**src/hw/rtl/ashtr_pkg.sv**
```systemverilog
// ----------------------------------------------------------------------------
// ashtr_pkg
// Types, constants and helpers shared by the ADC scan hysteresis trigger.
// ----------------------------------------------------------------------------
package ashtr_pkg;

  // Scan geometry and arming delay.
  localparam int SCAN_SLOTS = 4;
  localparam int ARM_ROUNDS = 20;
  localparam int CHAN_CNT   = 4;

  // Field widths.
  localparam int SAMPLE_W  = 10;
  localparam int SLOT_W    = 2;
  localparam int ROUNDS_W  = 5;
  localparam int THR_W     = 16;
  localparam int HYST_W    = 8;
  localparam int MUX_W     = 8;
  localparam int CFG_W     = 48;
  localparam int CFG_IDX_W = 3;

  // Mux setting of channel 0 after reset; channel i gets this plus i.
  localparam logic [MUX_W-1:0] MUX_RESET_BASE = 8'h40;

  // Per-channel trigger state.
  typedef enum logic [1:0] {
    TS_ARMED = 2'd0,
    TS_POS   = 2'd1,
    TS_NEG   = 2'd2,
    TS_INIT  = 2'd3
  } trig_state_t;

  // Event codes reported with each evaluated sample.
  typedef enum logic [2:0] {
    EV_NONE     = 3'd0,
    EV_ARMED    = 3'd1,
    EV_POS_TRIG = 3'd2,
    EV_NEG_TRIG = 3'd3,
    EV_EXIT_POS = 3'd4,
    EV_EXIT_NEG = 3'd5
  } event_t;

  // Settle sequence after each mux change.
  typedef enum logic [1:0] {
    PH_READ    = 2'd0,
    PH_SETTLE1 = 2'd1,
    PH_SETTLE2 = 2'd2
  } settle_phase_t;

  // One channel configuration word, positive threshold in the low bits.
  typedef struct packed {
    logic [MUX_W-1:0]  mux;
    logic [HYST_W-1:0] hyst;
    logic [THR_W-1:0]  neg;
    logic [THR_W-1:0]  pos;
  } chan_cfg_t;

  // One result item.
  typedef struct packed {
    logic [SLOT_W-1:0] channel;
    event_t            event_res;
    logic [MUX_W-1:0]  next_mux;
  } result_t;

  // Reset value of a channel configuration word.
  function automatic chan_cfg_t cfg_reset(input logic [SLOT_W-1:0] idx);
    chan_cfg_t c;
    c      = '0;
    c.mux  = MUX_RESET_BASE + MUX_W'(idx);
    return c;
  endfunction

endpackage

```
**src/hw/rtl/ashtr_if.sv**
```systemverilog
// ----------------------------------------------------------------------------
// ashtr_if
// Valid/ready channels for conversion samples and trigger results.
// ----------------------------------------------------------------------------
interface ashtr_sample_if;
  logic                          valid;
  logic                          ready;
  logic [ashtr_pkg::SAMPLE_W-1:0] sample;

  modport source (output valid, output sample, input ready);
  modport sink   (input valid, input sample, output ready);
endinterface

interface ashtr_result_if;
  logic                          valid;
  logic                          ready;
  logic [ashtr_pkg::SLOT_W-1:0]  channel;
  logic [2:0]                    event_res;
  logic [ashtr_pkg::MUX_W-1:0]   next_mux;

  modport source (output valid, output channel, output event_res, output next_mux,
                  input ready);
  modport sink   (input valid, input channel, input event_res, input next_mux,
                  output ready);
endinterface

```
**src/hw/rtl/ashtr_cfg_regs.sv**
```systemverilog
// ----------------------------------------------------------------------------
// ashtr_cfg_regs
// Per-channel threshold, hysteresis and mux configuration registers.
// ----------------------------------------------------------------------------
module ashtr_cfg_regs (
  input  logic                            clk,
  input  logic                            rst,
  input  logic                            cfg_we,
  input  logic [ashtr_pkg::CFG_IDX_W-1:0] cfg_index,
  input  logic [ashtr_pkg::CFG_W-1:0]     cfg_data,
  output ashtr_pkg::chan_cfg_t            chan_cfg [ashtr_pkg::CHAN_CNT]
);

  logic idx_valid;

  // Writes beyond the last channel are dropped.
  assign idx_valid = cfg_index < ashtr_pkg::CFG_IDX_W'(ashtr_pkg::CHAN_CNT);

  always_ff @(posedge clk) begin
    if (rst) begin
      for (int i = 0; i < ashtr_pkg::CHAN_CNT; i++) begin
        chan_cfg[i] <= ashtr_pkg::cfg_reset(ashtr_pkg::SLOT_W'(i));
      end
    end else if (cfg_we && idx_valid) begin
      chan_cfg[cfg_index[ashtr_pkg::SLOT_W-1:0]] <= ashtr_pkg::chan_cfg_t'(cfg_data);
    end
  end

endmodule

```
**src/hw/rtl/ashtr_eval.sv**
```systemverilog
// ----------------------------------------------------------------------------
// ashtr_eval
// Input register, scan state and the per-sample trigger evaluation.
// ----------------------------------------------------------------------------
module ashtr_eval (
  input  logic                 clk,
  input  logic                 rst,
  ashtr_sample_if.sink         sample_in,
  input  ashtr_pkg::chan_cfg_t chan_cfg [ashtr_pkg::CHAN_CNT],
  output ashtr_pkg::result_t   res,
  output logic                 res_valid,
  input  logic                 res_free
);

  localparam int SLOT_CNT_W = ashtr_pkg::SLOT_W + 1;

  // Input register.
  logic                            s1_valid;
  logic [ashtr_pkg::SAMPLE_W-1:0]  s1_sample;
  logic                            s1_advance;

  // Scan and trigger state.
  ashtr_pkg::settle_phase_t        phase;
  ashtr_pkg::settle_phase_t        phase_next;
  logic [ashtr_pkg::SLOT_W-1:0]    slot;
  logic [ashtr_pkg::SLOT_W-1:0]    slot_next;
  logic [ashtr_pkg::ROUNDS_W-1:0]  rounds;
  logic [ashtr_pkg::ROUNDS_W-1:0]  rounds_next;
  logic [ashtr_pkg::SAMPLE_W-1:0]  prev_sample [ashtr_pkg::CHAN_CNT];
  ashtr_pkg::trig_state_t          trig_state  [ashtr_pkg::CHAN_CNT];
  ashtr_pkg::trig_state_t          ts_next;
  ashtr_pkg::event_t               ev;

  // Evaluation operands.
  ashtr_pkg::chan_cfg_t            cur_cfg;
  logic [ashtr_pkg::THR_W-1:0]     old_w;
  logic [ashtr_pkg::THR_W-1:0]     now_w;
  logic [ashtr_pkg::THR_W-1:0]     pos_ret;
  logic [ashtr_pkg::THR_W-1:0]     neg_ret;
  logic [SLOT_CNT_W-1:0]           slot_inc;
  logic                            is_read;

  assign is_read = (phase == ashtr_pkg::PH_READ);

  // Settle items leave at once; read items wait for room in the output register.
  assign s1_advance      = s1_valid && (!is_read || res_free);
  assign sample_in.ready = !s1_valid || s1_advance;
  assign res_valid       = s1_valid && is_read;

  always_ff @(posedge clk) begin
    if (rst) begin
      s1_valid <= 1'b0;
    end else if (sample_in.valid && sample_in.ready) begin
      s1_valid <= 1'b1;
    end else if (s1_advance) begin
      s1_valid <= 1'b0;
    end
  end

  always_ff @(posedge clk) begin
    if (sample_in.valid && sample_in.ready) begin
      s1_sample <= sample_in.sample;
    end
  end

  // Settle phase sequence: read, then two discarded conversions.
  always_comb begin
    case (phase)
      ashtr_pkg::PH_READ:    phase_next = ashtr_pkg::PH_SETTLE1;
      ashtr_pkg::PH_SETTLE1: phase_next = ashtr_pkg::PH_SETTLE2;
      default:               phase_next = ashtr_pkg::PH_READ;
    endcase
  end

  // Operands of the current slot; thresholds for the return wrap at 16 bits.
  assign cur_cfg = chan_cfg[slot];
  assign old_w   = ashtr_pkg::THR_W'(prev_sample[slot]);
  assign now_w   = ashtr_pkg::THR_W'(s1_sample);
  assign pos_ret = cur_cfg.pos - ashtr_pkg::THR_W'(cur_cfg.hyst);
  assign neg_ret = cur_cfg.neg + ashtr_pkg::THR_W'(cur_cfg.hyst);

  // Trigger state transition and event code.
  always_comb begin
    ts_next = trig_state[slot];
    ev      = ashtr_pkg::EV_NONE;
    case (trig_state[slot])
      ashtr_pkg::TS_ARMED: begin
        if (old_w < cur_cfg.pos && now_w >= cur_cfg.pos) begin
          ts_next = ashtr_pkg::TS_POS;
          ev      = ashtr_pkg::EV_POS_TRIG;
        end
        if (old_w > cur_cfg.neg && now_w <= cur_cfg.neg) begin
          ts_next = ashtr_pkg::TS_NEG;
          ev      = ashtr_pkg::EV_NEG_TRIG;
        end
      end
      ashtr_pkg::TS_POS: begin
        if (old_w > pos_ret && now_w <= pos_ret) begin
          ts_next = ashtr_pkg::TS_ARMED;
          ev      = ashtr_pkg::EV_EXIT_POS;
        end
      end
      ashtr_pkg::TS_NEG: begin
        if (old_w < neg_ret && now_w >= neg_ret) begin
          ts_next = ashtr_pkg::TS_ARMED;
          ev      = ashtr_pkg::EV_EXIT_NEG;
        end
      end
      default: begin
        if (rounds >= ashtr_pkg::ROUNDS_W'(ashtr_pkg::ARM_ROUNDS)) begin
          ts_next = ashtr_pkg::TS_ARMED;
          ev      = ashtr_pkg::EV_ARMED;
        end
      end
    endcase
  end

  // Slot advance with wrap; full scans counted up to the arming limit.
  always_comb begin
    slot_inc    = SLOT_CNT_W'(slot) + SLOT_CNT_W'(1);
    slot_next   = slot_inc[ashtr_pkg::SLOT_W-1:0];
    rounds_next = rounds;
    if (slot_inc >= SLOT_CNT_W'(ashtr_pkg::SCAN_SLOTS)) begin
      slot_next = '0;
      if (rounds < ashtr_pkg::ROUNDS_W'(ashtr_pkg::ARM_ROUNDS)) begin
        rounds_next = rounds + ashtr_pkg::ROUNDS_W'(1);
      end
    end
  end

  // Result of a read step.
  assign res.channel   = slot;
  assign res.event_res = ev;
  assign res.next_mux  = chan_cfg[slot_next].mux;

  // State update as each item leaves the input register.
  always_ff @(posedge clk) begin
    if (rst) begin
      phase  <= ashtr_pkg::PH_READ;
      slot   <= '0;
      rounds <= '0;
      for (int i = 0; i < ashtr_pkg::CHAN_CNT; i++) begin
        prev_sample[i] <= '0;
        trig_state[i]  <= ashtr_pkg::TS_INIT;
      end
    end else if (s1_advance) begin
      phase <= phase_next;
      if (is_read) begin
        prev_sample[slot] <= s1_sample;
        trig_state[slot]  <= ts_next;
        slot              <= slot_next;
        rounds            <= rounds_next;
      end
    end
  end

endmodule

```
**src/hw/rtl/ashtr_out_reg.sv**
```systemverilog
// ----------------------------------------------------------------------------
// ashtr_out_reg
// Result register that drives the output channel.
// ----------------------------------------------------------------------------
module ashtr_out_reg (
  input  logic               clk,
  input  logic               rst,
  input  ashtr_pkg::result_t res,
  input  logic               res_valid,
  output logic               res_free,
  ashtr_result_if.source     result_out
);

  logic               out_valid;
  ashtr_pkg::result_t out_data;

  // Room when empty or when the held result transfers this cycle.
  assign res_free = !out_valid || result_out.ready;

  always_ff @(posedge clk) begin
    if (rst) begin
      out_valid <= 1'b0;
    end else if (res_free) begin
      out_valid <= res_valid;
    end
  end

  always_ff @(posedge clk) begin
    if (res_free && res_valid) begin
      out_data <= res;
    end
  end

  assign result_out.valid     = out_valid;
  assign result_out.channel   = out_data.channel;
  assign result_out.event_res = out_data.event_res;
  assign result_out.next_mux  = out_data.next_mux;

endmodule

```
**src/hw/rtl/adc_scan_hysteresis_trigger_top.sv**
```systemverilog
// ----------------------------------------------------------------------------
// adc_scan_hysteresis_trigger_top
// Round-robin ADC scan with a per-channel window trigger and hysteresis.
//
//   Channel      Dir  Payload                              Transfer
//   sample_in    in   sample[9:0]                          valid & ready
//   result_out   out  channel[1:0] event_res[2:0] next_mux valid & ready
//   cfg          in   cfg_index[2:0] cfg_data[47:0]        cfg_we
//
// A sample is registered on transfer in the input register, where it is
// evaluated; its result is then registered in the output register. One sample is
// taken every cycle while the output register has room. Settle samples are
// dropped without a result and never wait on the output. Reset (rst,
// synchronous) sets all channels to init and the scan to slot 0, read phase.
// ----------------------------------------------------------------------------
module adc_scan_hysteresis_trigger_top (
  input  logic                            clk,
  input  logic                            rst,
  input  logic                            cfg_we,
  input  logic [ashtr_pkg::CFG_IDX_W-1:0] cfg_index,
  input  logic [ashtr_pkg::CFG_W-1:0]     cfg_data,
  ashtr_sample_if.sink                    sample_in,
  ashtr_result_if.source                  result_out
);

  ashtr_pkg::chan_cfg_t chan_cfg [ashtr_pkg::CHAN_CNT];
  ashtr_pkg::result_t   res;
  logic                 res_valid;
  logic                 res_free;

  // Configuration registers.
  ashtr_cfg_regs u_cfg_regs (
    .clk       (clk),
    .rst       (rst),
    .cfg_we    (cfg_we),
    .cfg_index (cfg_index),
    .cfg_data  (cfg_data),
    .chan_cfg  (chan_cfg)
  );

  // Input register, scan state and evaluation.
  ashtr_eval u_eval (
    .clk       (clk),
    .rst       (rst),
    .sample_in (sample_in),
    .chan_cfg  (chan_cfg),
    .res       (res),
    .res_valid (res_valid),
    .res_free  (res_free)
  );

  // Output register.
  ashtr_out_reg u_out_reg (
    .clk        (clk),
    .rst        (rst),
    .res        (res),
    .res_valid  (res_valid),
    .res_free   (res_free),
    .result_out (result_out)
  );

endmodule
```
**src/flat_wrapper.sv**
```systemverilog
// flat-port wrapper written by rule: the top's interface ports become plain ports
module adc_scan_hysteresis_trigger_top_flat 
  (clk, rst, cfg_we, cfg_index, cfg_data, sample_in_valid, sample_in_sample, sample_in_ready, result_out_valid, result_out_channel, result_out_event_res, result_out_next_mux, result_out_ready);
  ashtr_sample_if sample_in_i ();
  ashtr_result_if result_out_i ();
  input  logic clk;
  input  logic rst;
  input  logic cfg_we;
  input  logic [ashtr_pkg::CFG_IDX_W-1:0] cfg_index;
  input  logic [ashtr_pkg::CFG_W-1:0] cfg_data;
  input wire logic [$bits(sample_in_i.valid)-1:0] sample_in_valid;
  input wire logic [$bits(sample_in_i.sample)-1:0] sample_in_sample;
  output wire logic [$bits(sample_in_i.ready)-1:0] sample_in_ready;
  output wire logic [$bits(result_out_i.valid)-1:0] result_out_valid;
  output wire logic [$bits(result_out_i.channel)-1:0] result_out_channel;
  output wire logic [$bits(result_out_i.event_res)-1:0] result_out_event_res;
  output wire logic [$bits(result_out_i.next_mux)-1:0] result_out_next_mux;
  input wire logic [$bits(result_out_i.ready)-1:0] result_out_ready;
  assign sample_in_i.valid = sample_in_valid;
  assign sample_in_i.sample = sample_in_sample;
  assign sample_in_ready = sample_in_i.ready;
  assign result_out_valid = result_out_i.valid;
  assign result_out_channel = result_out_i.channel;
  assign result_out_event_res = result_out_i.event_res;
  assign result_out_next_mux = result_out_i.next_mux;
  assign result_out_i.ready = result_out_ready;
  adc_scan_hysteresis_trigger_top u_core (.clk(clk), .rst(rst), .cfg_we(cfg_we), .cfg_index(cfg_index), .cfg_data(cfg_data), .sample_in(sample_in_i), .result_out(result_out_i));
endmodule
```
**config.mk**
```make
export PLATFORM = sky130hd
export DESIGN_NAME = adc_scan_hysteresis_trigger_top_flat
export DESIGN_NICKNAME = d
export VERILOG_FILES = /design/src/hw/rtl/ashtr_pkg.sv /design/src/hw/rtl/ashtr_if.sv /design/src/hw/rtl/ashtr_cfg_regs.sv /design/src/hw/rtl/ashtr_eval.sv /design/src/hw/rtl/ashtr_out_reg.sv /design/src/hw/rtl/adc_scan_hysteresis_trigger_top.sv /design/src/flat_wrapper.sv
export SDC_FILE = /design/constraint.sdc
export NUM_CORES = 1
export LEC_CHECK = 0
export BUFFER_PORTS_ARGS = -buffer_cell sky130_fd_sc_hd__buf_2
export CAP_MARGIN = 20
export CORE_ASPECT_RATIO = 1.5
export CORE_MARGIN = 2
export CORE_UTILIZATION = 60
export CTS_CLUSTER_SIZE = 30
export DETAILED_ROUTE_END_ITERATION = 8
export PLACE_DENSITY = 0.85
export SLEW_MARGIN = 30
export SYNTH_ARGS = -nofsm -noshare
export SYNTH_HDL_FRONTEND = slang
export SYNTH_SLANG_ARGS = --single-unit
export TNS_END_PERCENT = 20
```
**constraint.sdc**
```tcl
create_clock -name clk -period 9.9 [get_ports clk]
set_input_delay 2.475 -clock clk [delete_from_list [all_inputs] [get_ports clk]]
set_output_delay 2.475 -clock clk [all_outputs]
set_load 0.01 [all_outputs]
```
### Word level (Yosys, flattened, before mapping)

Memory sizes are Yosys's and may differ from the RTL's. A register that Yosys moved wholly into a read port is not among the register bits.
Index checks and enable logic that the tools add are counted.
W data, S select, Z words.

* memories: 2
* logic and storage cells: 117
* memory bits (writable): 48
* bits in registers: 226

* $lt $le $gt $ge: 16
* add/sub/neg operators: 4
* mux-type cells: 41
* equality and inequality tests: 3
* reductions and logical operators: 23
* bitwise gates (word level): 3

Memory list
* u_core.u_eval.prev_sample: depth 4, bits a word 10, read ports 1, clocked after memory_dff 1, write ports 4, line ashtr_eval.sv:29 `logic [ashtr_pkg::SAMPLE_W-1:0] prev_sample [ashtr_pkg::CHAN_CNT];`
* u_core.u_eval.trig_state: depth 4, bits a word 2, read ports 1, clocked after memory_dff 1, write ports 4, line ashtr_eval.sv:30 `ashtr_pkg::trig_state_t trig_state [ashtr_pkg::CHAN_CNT];`

Operators by type and width (number)
* $bmux W48 S2: 2
* $bwmux W192: 1
* $mux W48: 3
* $demux W48 S2: 1
* $mux W40: 2
* $ge A10 B16 Y1: 2
* $gt A10 B16 Y1: 2
* $le A10 B16 Y1: 2
* $lt A10 B16 Y1: 2
* $mux W2: 14
* $add A16 B8 Y16: 1
* $sub A16 B8 Y16: 1
* $ge A3 B3 Y1 const B: 4
* $mux W1: 11
* $logic_and A1 B1 Y1: 10
* $mux W10: 1
* $reduce_or A10 Y1: 1
* $mux W3: 3
* $not A2 Y3: 3
* $pmux W3 S3: 1
* $pmux W2 S3: 1
* $add A5 B1 Y5 const B: 1
* $ge A5 B5 Y1 const B: 1
* $lt A5 B5 Y1 const B: 1
* 13 further kinds: 19

### Logic depth before layout (Yosys ltp)

* depth in word-level cells: 10
* gate-level depth with buffers: 20
* mapped depth without buffers: 17

### Hierarchy

Synthesis repeated with hierarchy kept, for this count alone.

* cells, all modules: 1347
* area, all modules: 14900.5 sq um

By module, submodules not included
* ashtr_cfg_regs: area each 7552.2 sq um, times used 1, cells each 682
* ashtr_eval: area each 6902.9 sq um, times used 1, cells each 647
* ashtr_out_reg: area each 445.4 sq um, times used 1, cells each 18

### Worst setup path after synthesis

OpenSTA, ideal clock, no wires.

* kind: register to register
* from: register u_core.u_eval.slot[1] (netlist name)
* to: memory u_core.u_eval.trig_state[3][1] (netlist name) (data pin)
* path buffers: 4
* clock period less this slack: 5414 ps
* arrival time: 5144 ps
* data required time: 9630 ps
* path slack: 4486 ps
* stages on the path, launching flop included: 21
* path through: dfxtp_1 buf_6 buf_12 clkbuf_1 buf_1 mux4_2 ha_1 fa_1 a21o_1 a21oi_1 xor2_1 ha_1 a21oi_1 o21a_1 o31ai_1 a211oi_1 o31ai_1 and3_1 nor4_1 or3_1 nand3_1

RTL lines
* from (decl): line ashtr_eval.sv:25 `logic [ashtr_pkg::SLOT_W-1:0] slot;`
* from (signal assigned): line ashtr_eval.sv:151 `slot <= slot_next;`
* to (decl): line ashtr_eval.sv:30

==> results.sh <==
export IMPL_cap_viol_max_count=0
export IMPL_vdd_drop_max_v=0.000142
export IMPL_pwr_share_seq_pct=49.1
export IMPL_hpwl_mm=24.6
export IMPL_cp_arrival_ns=5.85
export IMPL_clock_path_buffers=3
export IMPL_seq_area_frac_synth_pct=43.8
export IMPL_max_slew_margin_rel_pct=38.8
export IMPL_ys_flop_type="dfxtp_1"
export IMPL_synth_xor_xnor_area_share_pct=1.76
export IMPL_fp_coreArea_um2=23500
export IMPL_clockPowerShare_pct=37.2
export IMPL_p_sw_mw=0.647
export IMPL_num_vias=11600
export IMPL_design_area_um2=15500
export IMPL_h_tree_depth=1
export IMPL_reg2reg_from="u_core.u_eval.slot[1]"
export IMPL_clk_latency_ns=0.53
export IMPL_muxShareOfSynthArea_pct=9.89
export IMPL_worst_pin_slew_ns=0.918
export IMPL_cp_max_fo=32
export IMPL_grt_pass1_wl_mm=58.0
export IMPL_port_buffers=80
export IMPL_post_cts_resized=0
export IMPL_clock_fmax_mhz=179
export IMPL_grt_overflow=0
export IMPL_initial_core_util_pct=60.6
export IMPL_syn2layout_area_growth_pct=9.27
export IMPL_p_per_area_nw_per_um2=159
export IMPL_ff2ff_path_depth=17
export IMPL_cts_hold_buf=0
export IMPL_gr_usage_met1_pct=34.1
export IMPL_grt_busiest_layer="met2"
export IMPL_required_ns=10.16
export IMPL_skew_ns=0.00720
export IMPL_antenna_found_initial=0
export IMPL_dieArea_um2=25000
export IMPL_route_detailed_drc=0
export IMPL_drt_iter0_drc=899
export IMPL_finalHoldViolations=0
export IMPL_r2r_slack_ns=4.31
export IMPL_place_congestion=0.969
export IMPL_numCtsBuffers=26
export IMPL_ys_async_sr_fraction_pct=0
export IMPL_clkSinkCount=276
export IMPL_fillers=1901
export IMPL_routed_wl_mm=36.7
export IMPL_synth_compound_area_share_pct=14.4
export IMPL_synth_edff_count=71
export IMPL_grt_util_met2_pct=52.3
export IMPL_drive_gt1_share_pct=13.4
export IMPL_clk_pin_slew_worst_paths_ns=0.07
export IMPL_end_kind="flip-flop"
export IMPL_grt_max_degree=122
export IMPL_yosysWarnings=0
export IMPL_synth_area_leader_cell="dfxtp_1"
export IMPL_worstSetupPathType="flip-flop to flip-flop"
export IMPL_grtUsageMet3_pct=3.99
export IMPL_cts_tree="done"
export IMPL_tns_ns=0
export IMPL_nets=1707
export IMPL_min_from="u_core.u_cfg_regs.chan_cfg[174]"
export IMPL_grt_usage_pct=29.4
export IMPL_p_sw_share_pct=26.2
export IMPL_synth_top_area_share_pct=28.8
export IMPL_status="complete, no violations"
export IMPL_period_minus_slack_ns=5.59
export IMPL_vias_per_cell=6.12
export IMPL_rsz0062_at_grt="no"
export IMPL_yosys_area_share_simple_pct=18.5
export IMPL_register_area_um2=6240
export IMPL_die_x_um=130
export IMPL_first_pass_iters=5
export IMPL_synthTopCellsByArea="dfxtp_1 (29%), edfxtp_1 (15%), nand2_1 (11%), a21oi_1 (8.1%), mux4_2 (7.8%)"
export IMPL_syn_area_um2=14200
export IMPL_synth_seq_cells=276
export IMPL_setup_viol=0
export IMPL_combPwrFrac_pct=13.7
export IMPL_cts_root_buf="clkbuf_16"
export IMPL_worst_setup_path_start_kind="flip-flop"
export IMPL_holdCritPathClass="flip-flop to flip-flop"
export IMPL_multi_input_area_um2=7440
export IMPL_synthCells=1528
export IMPL_whs_path_depth=2
export IMPL_slew_violations=0
export IMPL_p_int_mw=1.82
export IMPL_r2r_end="u_core.u_eval.trig_state[3][1]"
export IMPL_post_cts_buffers=0
export IMPL_fp_dieH_um=193
export IMPL_placed_cell_area_um2=14800
export IMPL_rows=69
export IMPL_power_leakage_nw=5.59
export IMPL_io_pin_count=81
export IMPL_wire_per_inst_um=19.4
export IMPL_min_period_over_period_pct=56.5
export IMPL_synth_distinct_cells=82
export IMPL_grt_pass1_vias=11700
export IMPL_syn_avg_cell_area_um2=9.31
export IMPL_synth_nets=1677
export IMPL_min_to="u_core.u_cfg_regs.chan_cfg[174]"
export IMPL_synth_top_family_by_area="simple AND/OR/NAND/NOR gates"
export IMPL_synth_fa_ha_area_share_pct=7.48
export IMPL_postRouteAntennaNets=0
-- state kept, by name, indices dropped and copies added, names as in the netlist, 2 cells and up, named ones only --
name,count
u_core.u_cfg_regs.chan_cfg,192
u_core.u_out_reg.result_out.channel,2
u_core.u_eval.s1_sample,10
u_core.u_eval.phase,2
u_core.u_eval.rounds,5
u_core.u_eval.slot,2
u_core.u_out_reg.result_out.event_res,3
u_core.u_eval.trig_state,8
u_core.u_eval.prev_sample,40
u_core.u_out_reg.result_out.next_mux,8
-- worst max-delay path by stage --
stage / startpoint / endpoint / slack (ns) / cells after the start
2_1_floorplan: u_core.u_eval.slot[1] / u_core.u_eval.trig_state[3][1] / 4.49 / 20
3_3_place_gp: result_out_ready / sample_in_ready / 4.49 / 4
3_5_place_dp: u_core.u_eval.slot[1] / u_core.u_eval.trig_state[3][1] / 4.39 / 17
4_1_cts: u_core.u_eval.slot[1] / u_core.u_eval.trig_state[3][1] / 4.34 / 17
5_1_grt: u_core.u_eval.slot[1] / u_core.u_eval.trig_state[3][1] / 3.87 / 17
6_report: u_core.u_eval.slot[1] / u_core.u_eval.trig_state[3][1] / 4.31 / 17
-- synth_stat cells, drive strengths merged, types with 7 or more instances --
master and number:
nand2 413, a21oi 230, dfxtp 205, ha 81, clkbuf 73, edfxtp 71
mux4 57, inv 52, and2 42, nor2 32, o21ai 26, nor3 18
buf 17, a21o 15, nand3 11, nand4 11, a211oi 10, nand2b 10
xnor2 10, xor2 10, nand3b 9, nor2b 9, o211ai 9, or2 8
o21a 7
-- layout make-up --
type / instances / share of cell area, %
inverters: 52 / 1.26
flip-flops and latches: 276 / 40.1
multi-input cells: 1110 / 47.9
diodes: 1 / 0.0161
clock buffers: 35 / 4.54
repair buffers: 92 / 3.22
well taps: 319 / 2.57
clock inverters: 13 / 0.410
-- per-stage QoR --
step | std cells | utilization, % | power, mW | hold WS [ns] | setup slack, ns
floorplan | 1528 | - | 1.47 | 0.432 | 4.49
global placement | 1849 | 62.8 | 1.55 | 0.437 | 4.49
detailed placement | 1849 | 62.9 | 1.57 | 0.444 | 4.39
CTS | 1897 | 66.2 | 2.47 | 0.453 | 4.34
global route | 1897 | 66.2 | 2.55 | 0.470 | 3.87
finish | 1898 | 66.2 | 2.47 | 0.452 | 4.31
-- worst max-delay path: stages (launching register included) --
cell and delay (ns):
dfxtp_2 0.65, buf_4 0.59, mux4_2 0.62, ha_1 0.25
fa_1 0.43, a21o_1 0.18, a21oi_1 0.19, xor2_1 0.27
ha_1 0.32, a21oi_1 0.19, o21a_1 0.14, o31ai_1 0.06
a211oi_1 0.25, o31ai_1 0.09, and3_1 0.17, nor4_1 0.55
or3_1 0.23, nand3_1 0.08
-- routing by layer --
layer	up-vias	wire, µm
met1	5576	13800
met2	484	18800
met5	-	0
li1	5442	-
met3	117	2300
met4	0	1830
-- cell usage in the layout, fill, tap and decap left out, types with 10 or more instances in the layout --
cell type | netlist | final
nor3_1 | 18 | 17
nand2b_1 | 10 | 10
o21ai_0 | 19 | 19
nand4_1 | 11 | 11
buf_4 | 1 | 11
edfxtp_1 | 71 | 71
dfxtp_1 | 205 | 203
xor2_1 | 10 | 10
a21oi_1 | 229 | 229
inv_1 | 52 | 52
clkbuf_16 | 0 | 27
a211oi_1 | 10 | 10
a21o_1 | 14 | 14
mux4_2 | 49 | 49
and2_1 | 41 | 40
nor2_1 | 31 | 30
ha_1 | 81 | 81
buf_2 | 2 | 79
nand2_1 | 412 | 411
-- cells by family after synthesis --
group,Yosys count
and+or+nand+nor,594
AOI/OAI and AO/OA,343
DFF,276
buffers and inverters,142
adders and majority gates,84
muxes,66
xor gates and xnor gates,23
-- power by group through the flow --
| stage | Combinational, mW | Sequential [mW] | Clock (mW) |
|---|---|---|---|
| floorplan | 0.241 | 1.23 | 0 |
| finish | 0.338 | 1.21 | 0.919 |
| CTS | 0.333 | 1.21 | 0.924 |
| global route | 0.369 | 1.22 | 0.967 |
| global placement | 0.317 | 1.24 | 0 |
| detailed placement | 0.330 | 1.24 | 0 |
No activity file was read; power rests on OpenSTA's default activity.
